### src/design/sha256hc_pkg.sv
// Shared types, constants and SHA-256 helper functions for the hash core.
// No dependencies; imported by the interfaces, the round and the top level.
`default_nettype none

package sha256hc_pkg;

	typedef logic [31:0] word_t;

	// Working variables a..h; element 0 is a, element 7 is h.
	typedef logic [7:0][31:0] hstate_t;

	localparam int unsigned BLK_WORDS  = 16;
	localparam int unsigned HASH_WORDS = 8;
	localparam int unsigned ROUNDS     = 64;

	localparam logic [3:0] LEN_HI_POS  = 4'd14;
	localparam logic [3:0] LEN_LO_POS  = 4'd15;
	localparam logic [2:0] LAST_IDX    = 3'd7;
	localparam logic [5:0] LAST_ROUND  = 6'd63;
	localparam logic [2:0] FULL_BYTES  = 3'd4;
	localparam word_t      PAD_WORD    = 32'h8000_0000;

	localparam word_t ROUND_K [0:63] = '{
		32'h428a2f98, 32'h71374491, 32'hb5c0fbcf, 32'he9b5dba5,
		32'h3956c25b, 32'h59f111f1, 32'h923f82a4, 32'hab1c5ed5,
		32'hd807aa98, 32'h12835b01, 32'h243185be, 32'h550c7dc3,
		32'h72be5d74, 32'h80deb1fe, 32'h9bdc06a7, 32'hc19bf174,
		32'he49b69c1, 32'hefbe4786, 32'h0fc19dc6, 32'h240ca1cc,
		32'h2de92c6f, 32'h4a7484aa, 32'h5cb0a9dc, 32'h76f988da,
		32'h983e5152, 32'ha831c66d, 32'hb00327c8, 32'hbf597fc7,
		32'hc6e00bf3, 32'hd5a79147, 32'h06ca6351, 32'h14292967,
		32'h27b70a85, 32'h2e1b2138, 32'h4d2c6dfc, 32'h53380d13,
		32'h650a7354, 32'h766a0abb, 32'h81c2c92e, 32'h92722c85,
		32'ha2bfe8a1, 32'ha81a664b, 32'hc24b8b70, 32'hc76c51a3,
		32'hd192e819, 32'hd6990624, 32'hf40e3585, 32'h106aa070,
		32'h19a4c116, 32'h1e376c08, 32'h2748774c, 32'h34b0bcb5,
		32'h391c0cb3, 32'h4ed8aa4a, 32'h5b9cca4f, 32'h682e6ff3,
		32'h748f82ee, 32'h78a5636f, 32'h84c87814, 32'h8cc70208,
		32'h90befffa, 32'ha4506ceb, 32'hbef9a3f7, 32'hc67178f2
	};

	localparam word_t INIT_HASH [0:7] = '{
		32'h6A09E667, 32'hBB67AE85, 32'h3C6EF372, 32'hA54FF53A,
		32'h510E527F, 32'h9B05688C, 32'h1F83D9AB, 32'h5BE0CD19
	};

	// Upper-case sigma of the a word.
	function automatic word_t big_sigma0(input word_t x);
		return {x[1:0], x[31:2]} ^ {x[12:0], x[31:13]} ^ {x[21:0], x[31:22]};
	endfunction

	// Upper-case sigma of the e word.
	function automatic word_t big_sigma1(input word_t x);
		return {x[5:0], x[31:6]} ^ {x[10:0], x[31:11]} ^ {x[24:0], x[31:25]};
	endfunction

	// Message schedule sigma applied to w[i-15].
	function automatic word_t small_sigma0(input word_t x);
		return {x[6:0], x[31:7]} ^ {x[17:0], x[31:18]} ^ {3'b000, x[31:3]};
	endfunction

	// Message schedule sigma applied to w[i-2].
	function automatic word_t small_sigma1(input word_t x);
		return {x[16:0], x[31:17]} ^ {x[18:0], x[31:19]} ^ {10'b0, x[31:10]};
	endfunction

endpackage

`default_nettype wire

### src/design/sha256hc_if.sv
// Valid/ready channel interfaces for message items and digest items.
// Depends on sha256hc_pkg for the word type.
`default_nettype none

interface sha256hc_msg_if import sha256hc_pkg::*; ();
	logic       valid;
	logic       ready;
	word_t      data_word;
	logic [2:0] bytes_valid;
	logic       end_of_message;

	modport source (output valid, output data_word, output bytes_valid,
		output end_of_message, input ready);
	modport sink (input valid, input data_word, input bytes_valid,
		input end_of_message, output ready);
endinterface

interface sha256hc_digest_if import sha256hc_pkg::*; ();
	logic       valid;
	logic       ready;
	word_t      digest_word;
	logic [2:0] word_index;
	logic       last_word;

	modport source (output valid, output digest_word, output word_index,
		output last_word, input ready);
	modport sink (input valid, input digest_word, input word_index,
		input last_word, output ready);
endinterface

`default_nettype wire

### src/design/sha256hc_ram.sv
// Generic single-port-write, single-port-read RAM with a registered read.
// No dependencies.
`default_nettype none

module sha256hc_ram #(
	parameter int unsigned WIDTH = 32,
	parameter int unsigned DEPTH = 16
) (
	input  wire logic                     clk,
	input  wire logic                     we,
	input  wire logic [$clog2(DEPTH)-1:0] waddr,
	input  wire logic [WIDTH-1:0]         wdata,
	input  wire logic [$clog2(DEPTH)-1:0] raddr,
	output logic      [WIDTH-1:0]         rdata
);

	logic [WIDTH-1:0] mem [DEPTH];

	// Write and registered read; a read in the cycle after a write sees the new data.
	always_ff @(posedge clk) begin
		if (we) begin
			mem[waddr] <= wdata;
		end
		rdata <= mem[raddr];
	end

endmodule

`default_nettype wire

### src/design/sha256hc_round.sv
// One SHA-256 compression round on the working variables a..h.
// Depends on sha256hc_pkg for the round constants and sigma functions.
`default_nettype none

module sha256hc_round import sha256hc_pkg::*; (
	input  wire hstate_t    cur,
	input  wire word_t      w,
	input  wire logic [5:0] round,
	output hstate_t         nxt
);

	word_t ch;
	word_t mj;
	word_t t1;
	word_t t2;

	// Choice and majority, then the two temporaries.
	assign ch = (cur[4] & cur[5]) ^ (~cur[4] & cur[6]);
	assign mj = (cur[0] & cur[1]) ^ (cur[0] & cur[2]) ^ (cur[1] & cur[2]);
	assign t1 = cur[7] + big_sigma1(cur[4]) + ch + ROUND_K[round] + w;
	assign t2 = big_sigma0(cur[0]) + mj;

	// Rotate the working variables.
	always_comb begin
		nxt[0] = t1 + t2;
		nxt[1] = cur[0];
		nxt[2] = cur[1];
		nxt[3] = cur[2];
		nxt[4] = cur[3] + t1;
		nxt[5] = cur[4];
		nxt[6] = cur[5];
		nxt[7] = cur[6];
	end

endmodule

`default_nettype wire

### src/design/sha256hc_top.sv
// SHA-256 hash core top level: control sequencer, block and hash memories.
// Depends on sha256hc_pkg, sha256hc_if, sha256hc_ram and sha256hc_round.
//
// SHA-256 over a byte message given as big-endian 32-bit items. The core takes
// one item at a time and only while idle. Filling the 16-word block starts a
// compression: the hash words are loaded from the hash memory, a read and a
// capture state per word; 64 rounds follow, of which the first 16 read their
// word and run the round, and the other 48 fetch four words through the single
// read port of the block memory and write the new schedule word back first;
// then the result is added back into the hash memory, a read and a write state
// per word. The final item writes its padding one word per cycle and may cause
// one extra block. The eight digest items then leave in order, each offered
// until the sink takes it, and the core returns to the initial hash state.
`default_nettype none

module sha256_hash_core_top import sha256hc_pkg::*; (
	input  wire logic          clk,
	input  wire logic          arst_n,
	sha256hc_msg_if.sink       msg,
	sha256hc_digest_if.source  digest
);

	typedef enum logic [3:0] {
		ST_IDLE, ST_PAD, ST_LD_RD, ST_LD_CAP, ST_RD0, ST_RD1, ST_RD2, ST_RD3,
		ST_WB, ST_RND, ST_UP_RD, ST_UP_WR, ST_OUT_RD, ST_OUT_LD, ST_OUT_WAIT
	} state_t;

	state_t      state_q;
	logic [3:0]  pos_q;
	logic [63:0] len_q;
	logic        final_q;
	logic        pend_q;
	logic        lenok_q;
	logic        done_q;
	logic        hinit_q;
	logic [2:0]  hidx_q;
	logic [5:0]  round_q;
	word_t       acc_q;
	word_t       w_q;
	word_t       out_word_q;
	hstate_t     s_q;

	hstate_t     s_next;
	logic        msg_acc;
	logic        dig_acc;
	logic [2:0]  nb_c;
	word_t       first_word;
	word_t       pad_word_c;
	word_t       w_new;
	word_t       h_base;
	logic        fin_wr;
	logic        pad_here;

	logic        b_we;
	logic [3:0]  b_waddr;
	word_t       b_wdata;
	logic [3:0]  b_raddr;
	word_t       b_rdata;
	logic        h_we;
	word_t       h_wdata;
	logic [2:0]  h_raddr;
	word_t       h_rdata;

	assign msg_acc = msg.valid && msg.ready;
	assign dig_acc = digest.valid && digest.ready;

	// Handshake and digest payload come straight from registers.
	assign msg.ready          = (state_q == ST_IDLE);
	assign digest.valid       = (state_q == ST_OUT_WAIT);
	assign digest.digest_word = out_word_q;
	assign digest.word_index  = hidx_q;
	assign digest.last_word   = (hidx_q == LAST_IDX);

	// Byte count of the final item, with counts above four taken as four.
	assign nb_c = (msg.bytes_valid > FULL_BYTES) ? FULL_BYTES : msg.bytes_valid;

	// Final item word: keep the valid leading bytes and place the pad byte after them when fewer than four are valid.
	always_comb begin
		case (nb_c)
			3'd0:    first_word = PAD_WORD;
			3'd1:    first_word = {msg.data_word[31:24], 24'h80_0000};
			3'd2:    first_word = {msg.data_word[31:16], 16'h8000};
			3'd3:    first_word = {msg.data_word[31:8], 8'h80};
			default: first_word = msg.data_word;
		endcase
	end

	// Padding word for the current position.
	always_comb begin
		if (pend_q) begin
			pad_word_c = PAD_WORD;
		end else if (lenok_q && pos_q == LEN_HI_POS) begin
			pad_word_c = len_q[63:32];
		end else if (lenok_q && pos_q == LEN_LO_POS) begin
			pad_word_c = len_q[31:0];
		end else begin
			pad_word_c = '0;
		end
	end

	// A write made while the message is being closed, and whether it holds the pad byte.
	assign fin_wr   = (msg_acc && msg.end_of_message) || (state_q == ST_PAD);
	assign pad_here = (msg_acc && msg.end_of_message && nb_c != FULL_BYTES)
		|| (state_q == ST_PAD && pend_q);

	// New schedule word from the four fetched words.
	assign w_new  = acc_q + small_sigma1(b_rdata);
	// Hash word before this block; the initial value until the first update.
	assign h_base = hinit_q ? h_rdata : INIT_HASH[hidx_q];

	// Block memory port control.
	always_comb begin
		b_we    = 1'b0;
		b_waddr = pos_q;
		b_wdata = msg.data_word;
		b_raddr = round_q[3:0];
		if (msg_acc) begin
			b_we    = 1'b1;
			b_wdata = msg.end_of_message ? first_word : msg.data_word;
		end
		unique case (state_q)
			ST_PAD: begin
				b_we    = 1'b1;
				b_wdata = pad_word_c;
			end
			ST_RD1:  b_raddr = round_q[3:0] + 4'd1;
			ST_RD2:  b_raddr = round_q[3:0] + 4'd9;
			ST_RD3:  b_raddr = round_q[3:0] + 4'd14;
			ST_WB: begin
				b_we    = 1'b1;
				b_waddr = round_q[3:0];
				b_wdata = w_new;
			end
			default: ;
		endcase
	end

	// Hash memory port control.
	assign h_raddr = hidx_q;
	assign h_we    = (state_q == ST_UP_WR);
	assign h_wdata = h_base + s_q[hidx_q];

	sha256hc_ram #(.WIDTH(32), .DEPTH(BLK_WORDS)) u_block_ram (
		.clk   (clk),
		.we    (b_we),
		.waddr (b_waddr),
		.wdata (b_wdata),
		.raddr (b_raddr),
		.rdata (b_rdata)
	);

	sha256hc_ram #(.WIDTH(32), .DEPTH(HASH_WORDS)) u_hash_ram (
		.clk   (clk),
		.we    (h_we),
		.waddr (hidx_q),
		.wdata (h_wdata),
		.raddr (h_raddr),
		.rdata (h_rdata)
	);

	sha256hc_round u_round (
		.cur   (s_q),
		.w     (w_q),
		.round (round_q),
		.nxt   (s_next)
	);

	// Sequencer: message intake, padding, compression and digest output.
	always_ff @(posedge clk or negedge arst_n) begin
		if (!arst_n) begin
			state_q    <= ST_IDLE;
			pos_q      <= '0;
			len_q      <= '0;
			final_q    <= 1'b0;
			pend_q     <= 1'b0;
			lenok_q    <= 1'b0;
			done_q     <= 1'b0;
			hinit_q    <= 1'b0;
			hidx_q     <= '0;
			round_q    <= '0;
			acc_q      <= '0;
			w_q        <= '0;
			out_word_q <= '0;
			s_q        <= '0;
		end else begin
			// Length bookkeeping on writes that close the message.
			if (fin_wr) begin
				if (pos_q == LEN_LO_POS) begin
					if (lenok_q) begin
						done_q <= 1'b1;
					end else begin
						lenok_q <= 1'b1;
					end
				end else if (pad_here && pos_q < LEN_HI_POS) begin
					lenok_q <= 1'b1;
				end
			end
			unique case (state_q)
				ST_IDLE: begin
					if (msg_acc) begin
						pos_q <= pos_q + 4'd1;
						if (msg.end_of_message) begin
							len_q   <= len_q + {{58{1'b0}}, nb_c, 3'b000};
							final_q <= 1'b1;
							pend_q  <= (nb_c == FULL_BYTES);
						end else begin
							len_q <= len_q + 64'd32;
						end
						if (pos_q == LEN_LO_POS) begin
							hidx_q  <= '0;
							state_q <= ST_LD_RD;
						end else if (msg.end_of_message) begin
							state_q <= ST_PAD;
						end
					end
				end
				ST_PAD: begin
					pos_q  <= pos_q + 4'd1;
					pend_q <= 1'b0;
					if (pos_q == LEN_LO_POS) begin
						hidx_q  <= '0;
						state_q <= ST_LD_RD;
					end
				end
				ST_LD_RD: state_q <= ST_LD_CAP;
				ST_LD_CAP: begin
					s_q[hidx_q] <= h_base;
					hidx_q      <= hidx_q + 3'd1;
					if (hidx_q == LAST_IDX) begin
						round_q <= '0;
						state_q <= ST_RD0;
					end else begin
						state_q <= ST_LD_RD;
					end
				end
				ST_RD0: state_q <= ST_RD1;
				ST_RD1: begin
					if (round_q[5:4] == 2'b00) begin
						w_q     <= b_rdata;
						state_q <= ST_RND;
					end else begin
						acc_q   <= b_rdata;
						state_q <= ST_RD2;
					end
				end
				ST_RD2: begin
					acc_q   <= acc_q + small_sigma0(b_rdata);
					state_q <= ST_RD3;
				end
				ST_RD3: begin
					acc_q   <= acc_q + b_rdata;
					state_q <= ST_WB;
				end
				ST_WB: begin
					w_q     <= w_new;
					state_q <= ST_RND;
				end
				ST_RND: begin
					s_q     <= s_next;
					round_q <= round_q + 6'd1;
					if (round_q == LAST_ROUND) begin
						hidx_q  <= '0;
						state_q <= ST_UP_RD;
					end else begin
						state_q <= ST_RD0;
					end
				end
				ST_UP_RD: state_q <= ST_UP_WR;
				ST_UP_WR: begin
					hidx_q <= hidx_q + 3'd1;
					if (hidx_q == LAST_IDX) begin
						hinit_q <= 1'b1;
						if (done_q) begin
							state_q <= ST_OUT_RD;
						end else if (final_q) begin
							state_q <= ST_PAD;
						end else begin
							state_q <= ST_IDLE;
						end
					end else begin
						state_q <= ST_UP_RD;
					end
				end
				ST_OUT_RD: state_q <= ST_OUT_LD;
				ST_OUT_LD: begin
					out_word_q <= h_rdata;
					state_q    <= ST_OUT_WAIT;
				end
				ST_OUT_WAIT: begin
					if (dig_acc) begin
						if (hidx_q == LAST_IDX) begin
							hidx_q  <= '0;
							pos_q   <= '0;
							len_q   <= '0;
							final_q <= 1'b0;
							pend_q  <= 1'b0;
							lenok_q <= 1'b0;
							done_q  <= 1'b0;
							hinit_q <= 1'b0;
							state_q <= ST_IDLE;
						end else begin
							hidx_q  <= hidx_q + 3'd1;
							state_q <= ST_OUT_RD;
						end
					end
				end
				default: state_q <= ST_IDLE;
			endcase
		end
	end

	// Input and output never handshake in the same cycle.
	a_no_overlap: assert property (@(posedge clk) disable iff (!arst_n)
		msg.ready |-> !digest.valid)
		else $error("input ready while a digest item is offered");

	// Schedule write-back happens only for rounds that extend the schedule.
	a_wb_round: assert property (@(posedge clk) disable iff (!arst_n)
		state_q == ST_WB |-> round_q[5:4] != 2'b00)
		else $error("schedule write-back in one of the first sixteen rounds");

	// Digest output only after the length words went into a compressed block.
	a_out_done: assert property (@(posedge clk) disable iff (!arst_n)
		digest.valid |-> done_q && hinit_q && final_q)
		else $error("digest offered before the padded message was compressed");

	// The last digest item returns the core to its initial state.
	a_restart: assert property (@(posedge clk) disable iff (!arst_n)
		dig_acc && digest.last_word |=> pos_q == 4'd0 && len_q == 64'd0 && !hinit_q
			&& state_q == ST_IDLE)
		else $error("core not restarted after the last digest item");

endmodule

`default_nettype wire
### src/flat_wrapper.sv
// flat-port wrapper written by rule: the top's interface ports become plain ports
module sha256_hash_core_top_flat import sha256hc_pkg::*;
  (clk, arst_n, msg_valid, msg_data_word, msg_bytes_valid, msg_end_of_message, msg_ready, digest_valid, digest_digest_word, digest_word_index, digest_last_word, digest_ready);
  sha256hc_msg_if msg_i ();
  sha256hc_digest_if digest_i ();
  input  wire logic clk;
  input  wire logic arst_n;
  input wire logic [$bits(msg_i.valid)-1:0] msg_valid;
  input wire logic [$bits(msg_i.data_word)-1:0] msg_data_word;
  input wire logic [$bits(msg_i.bytes_valid)-1:0] msg_bytes_valid;
  input wire logic [$bits(msg_i.end_of_message)-1:0] msg_end_of_message;
  output wire logic [$bits(msg_i.ready)-1:0] msg_ready;
  output wire logic [$bits(digest_i.valid)-1:0] digest_valid;
  output wire logic [$bits(digest_i.digest_word)-1:0] digest_digest_word;
  output wire logic [$bits(digest_i.word_index)-1:0] digest_word_index;
  output wire logic [$bits(digest_i.last_word)-1:0] digest_last_word;
  input wire logic [$bits(digest_i.ready)-1:0] digest_ready;
  assign msg_i.valid = msg_valid;
  assign msg_i.data_word = msg_data_word;
  assign msg_i.bytes_valid = msg_bytes_valid;
  assign msg_i.end_of_message = msg_end_of_message;
  assign msg_ready = msg_i.ready;
  assign digest_valid = digest_i.valid;
  assign digest_digest_word = digest_i.digest_word;
  assign digest_word_index = digest_i.word_index;
  assign digest_last_word = digest_i.last_word;
  assign digest_i.ready = digest_ready;
  sha256_hash_core_top u_core (.clk(clk), .arst_n(arst_n), .msg(msg_i), .digest(digest_i));
endmodule
### config.mk
export PLATFORM = sky130hd
export DESIGN_NAME = sha256_hash_core_top_flat
export DESIGN_NICKNAME = d
export VERILOG_FILES = /design/src/design/sha256hc_pkg.sv /design/src/design/sha256hc_if.sv /design/src/design/sha256hc_ram.sv /design/src/design/sha256hc_round.sv /design/src/design/sha256hc_top.sv /design/src/flat_wrapper.sv
export SDC_FILE = /design/constraint.sdc
export NUM_CORES = 2
export LEC_CHECK = 0
export BUFFER_PORTS_ARGS = -buffer_cell sky130_fd_sc_hd__buf_4
export CAP_MARGIN = 10
export CELL_PAD_IN_SITES_DETAIL_PLACEMENT = 0
export CELL_PAD_IN_SITES_GLOBAL_PLACEMENT = 1
export CORE_UTILIZATION = 48
export CTS_CLUSTER_DIAMETER = 200
export DETAILED_ROUTE_END_ITERATION = 12
export PLACE_DENSITY_LB_ADDON = 0.1
export SETUP_SLACK_MARGIN = 0.4
export SYNTH_ARGS = -nofsm -noshare
export SYNTH_HDL_FRONTEND = slang
export SYNTH_SLANG_ARGS = --single-unit
export TNS_END_PERCENT = 1
### constraint.sdc
create_clock -name clk -period 8.45 [get_ports clk]
set_clock_uncertainty 0.1 [all_clocks]
set_input_delay 0.845 -clock clk [delete_from_list [all_inputs] [get_ports clk]]
set_output_delay 0.845 -clock clk [all_outputs]
set_load 0.01 [all_outputs]
==> qor.txt <==
Max Freq = 0.1262 GHz
die span in y = 386.7 um
Initial Util = 0.4857
cell area after placement = 0.07485 mm^2
Cell variety after synth = 95
synthesized flop and latch total = 1267
Arr. time, crit path = 8510 ps
fin crit share = 0.9374
maxcap violations = 0
I/O Buffers = 77
fillers = 12420
Mean Syn Cell Area = 11.70 um^2
RD Place Congestion = 0.9711
Routed WL = 241.3 mm
mapped cell area = 0.07103 mm^2
TritonCTS Buffers = 143
Min-Delay Path Class = primary input to flop
worst r2r src = u_core.round_q[1]
Max Slew Vio Count = 0
Setup violations, final = 0
CTS tree = done
YS warnings = 0
Critical Path RT = 9030 ps
CTS H-tree depth = 4
Vias = 51350
clk_lat worst skew = 810 ps
hold depth = 3
post-route minimum period = 7921 ps
post-DR wirelength/cell = 29.40 um
Residual DRC = 0
fraction of layout cells with a size suffix above 1 = 0.1792
run status = finished, final reports clean
setup_tns = 0 ps
startpoint types = flop
hold endpoint = u_core.len_q[4]
CP max FO = 4
CP Buf/Inv Count = 7
R2R cell count = 35
slowest CP cell = fa_1
Worst Tran Pin Value = 1314 ps
dominant synthesized flop cell = edfxtp_1
reg-to-reg endpoint = u_core.s_q[30]
largest net degree at the start of global routing = 151
Syn Nets = 6458
CORE AREA = 0.1463 mm^2
CTS root buf = clkbuf_16
vias per cell = 6.256
setup slack, reg-to-reg = 530 ps
RSZ-0062 raised after global routing = yes
Syn-to-layout area delta = 13.61%
final hold vios = 0
critical path type = flop to flop
TritonRoute pass-1 iters = 8
IO Pins = 78
largest stage delay on the critical path = 560 ps
total gr overflow = 0
Post-Syn Instances = 6071
global-route wire length before repair = 352.3 mm
Top delay family on crit path = adder cells
most used cell, CP = fa_1
First DRT Iteration DRCs = 5263
Die W = 386.7 um
Core Rows = 140
most common cell after layout, fill and taps aside = edfxtp_1
min-delay src = msg_end_of_message
crit end category = flop
Rel. slew slack = 0.1180
Post-synth ARST share = 0.3433
clk sink count = 1267
Detail Placement HPWL = 168.4 mm
Clock Path Buffers = 3
Worst-path clk slew = 60 ps
fin area = 0.08070 mm^2
NumNets Final = 6552
die area = 0.1495 mm^2
most frequent cells in the layout = 768 x edfxtp_1, 536 x nand2_1, 475 x nor2_1
Seq/Total Area, Yosys = 0.4959
Post-DRT Antenna Nets = 0
total track usage = 0.3214
vias in the first global route = 50050
Post-synth EDFFs = 768
antenna violations before repair = 6
## logic make-up (layout without fill, tap and decap cells)
kind of cell / count (synthesis) / after routing / share of synthesized area
and+or+nand+nor: 1492 / 1492 / 0.09357
AOI/OAI and AO/OA: 1400 / 1400 / 0.1331
DFF: 1267 / 1267 / 0.4959
buffers and inverters: 663 / 880 / 0.03604
xor gates and xnor gates: 459 / 459 / 0.05659
muxes: 411 / 411 / 0.1055
adders and majority gates: 379 / 379 / 0.07926
other: 0 / 3 / 0
## registers in the layout (all words and copies together) (netlist names), 32 cells and up
register	flops
u_core.acc_q	32
u_core.digest.digest_word	32
u_core.len_q	61
u_core.s_q	256
u_core.u_block_ram.mem	512
u_core.u_block_ram.rdata	32
u_core.u_hash_ram.mem	256
u_core.u_hash_ram.rdata	32
u_core.w_q	32
## per-stage QoR
step | cells | hold slack [ps] | util | setup slack, ps
CTS | 8184 | 266.8 | 0.5465 | 391.4
detailed placement | 7914 | 395.0 | 0.5118 | 25.75
finish | 8208 | 307.8 | 0.5518 | 528.8
global placement | 7914 | 391.1 | 0.5118 | 66.07
floorplan | 6071 | 347.4 | - | 378.2
global route | 8206 | 313.7 | 0.5517 | 182.3
## how the worst max path moves through the flow
| stage | startpoint | to | slack (ps) | cells after the start |
|---|---|---|---|---|
| after floorplan | u_core.round_q[0] | u_core.s_q[31] | 380 | 37 |
| after global placement | u_core.round_q[0] | u_core.s_q[29] | 70 | 34 |
| after detailed placement | u_core.round_q[0] | u_core.s_q[29] | 30 | 34 |
| after CTS | u_core.round_q[0] | u_core.s_q[29] | 390 | 35 |
| after global routing | u_core.round_q[1] | u_core.s_q[31] | 180 | 31 |
| final | u_core.round_q[1] | u_core.s_q[30] | 530 | 35 |
## worst min-delay path, cell delays in order
cell	delay, ps
buf_4	180
nand3_1	80
a21oi_1	60
## per-layer routing
metal  track usage  up-vias  wire length, um
met2        0.5088     2012           112500
met5             0        -               23
li1              -    22670                -
met4        0.1330        4            10740
met1        0.4444    26250           102500
met3       0.04674      426            15570
## repair_timing
action                                  4_1_cts  5_1_grt
cloned                                        0        0
pin swaps                                     9       66
gates resized for setup                      33      132
endpoints found under the setup margin       21       29
hold buffers                                  1        0
buffers inserted                              1       21
hold endpoints to repair                      9        0
## cells in the mapped netlist (all sizes together) (31+ instances only)
library cell  instances  area share
o21ai               306       0.022
xor2                152       0.019
nand3               106      0.0075
mux2i                78       0.011
nor3                 52      0.0040
nand2b               40      0.0037
dfxtp                64       0.018
inv                 239       0.013
maj3                 32      0.0045
dfrtp               435        0.15
edfxtp              768        0.32
mux4                263       0.083
fa                  129       0.036
xnor2               307       0.038
a221o               189       0.027
ha                  218       0.038
a21oi               377       0.027
o21bai               31      0.0033
nand2               549       0.029
nor2                512       0.027
clkbuf              327       0.017
nor2b                56      0.0049
a31oi                53      0.0047
a21o                 97       0.010
buf                  94      0.0060
a211oi               90      0.0098
and3                 56      0.0049
mux2                 70       0.011
o211ai               64      0.0068
## final cells by class
cell class,count,area [um^2],share of cell area
repair buffers,370,2990,0.03705
clock buffers,208,4035,0.05000
multi-input cells,4141,34260,0.4246
clock inverters,60,847.1,0.01050
diodes,3,7.507,0.00009302
flip-flops and latches,1267,35250,0.4367
inverters,242,914.6,0.01133
well taps,1917,2399,0.02972
Power is left out: the tool's default activity adds up to more than one toggle a clock period on the data nets, which glitch-free logic cannot reach.
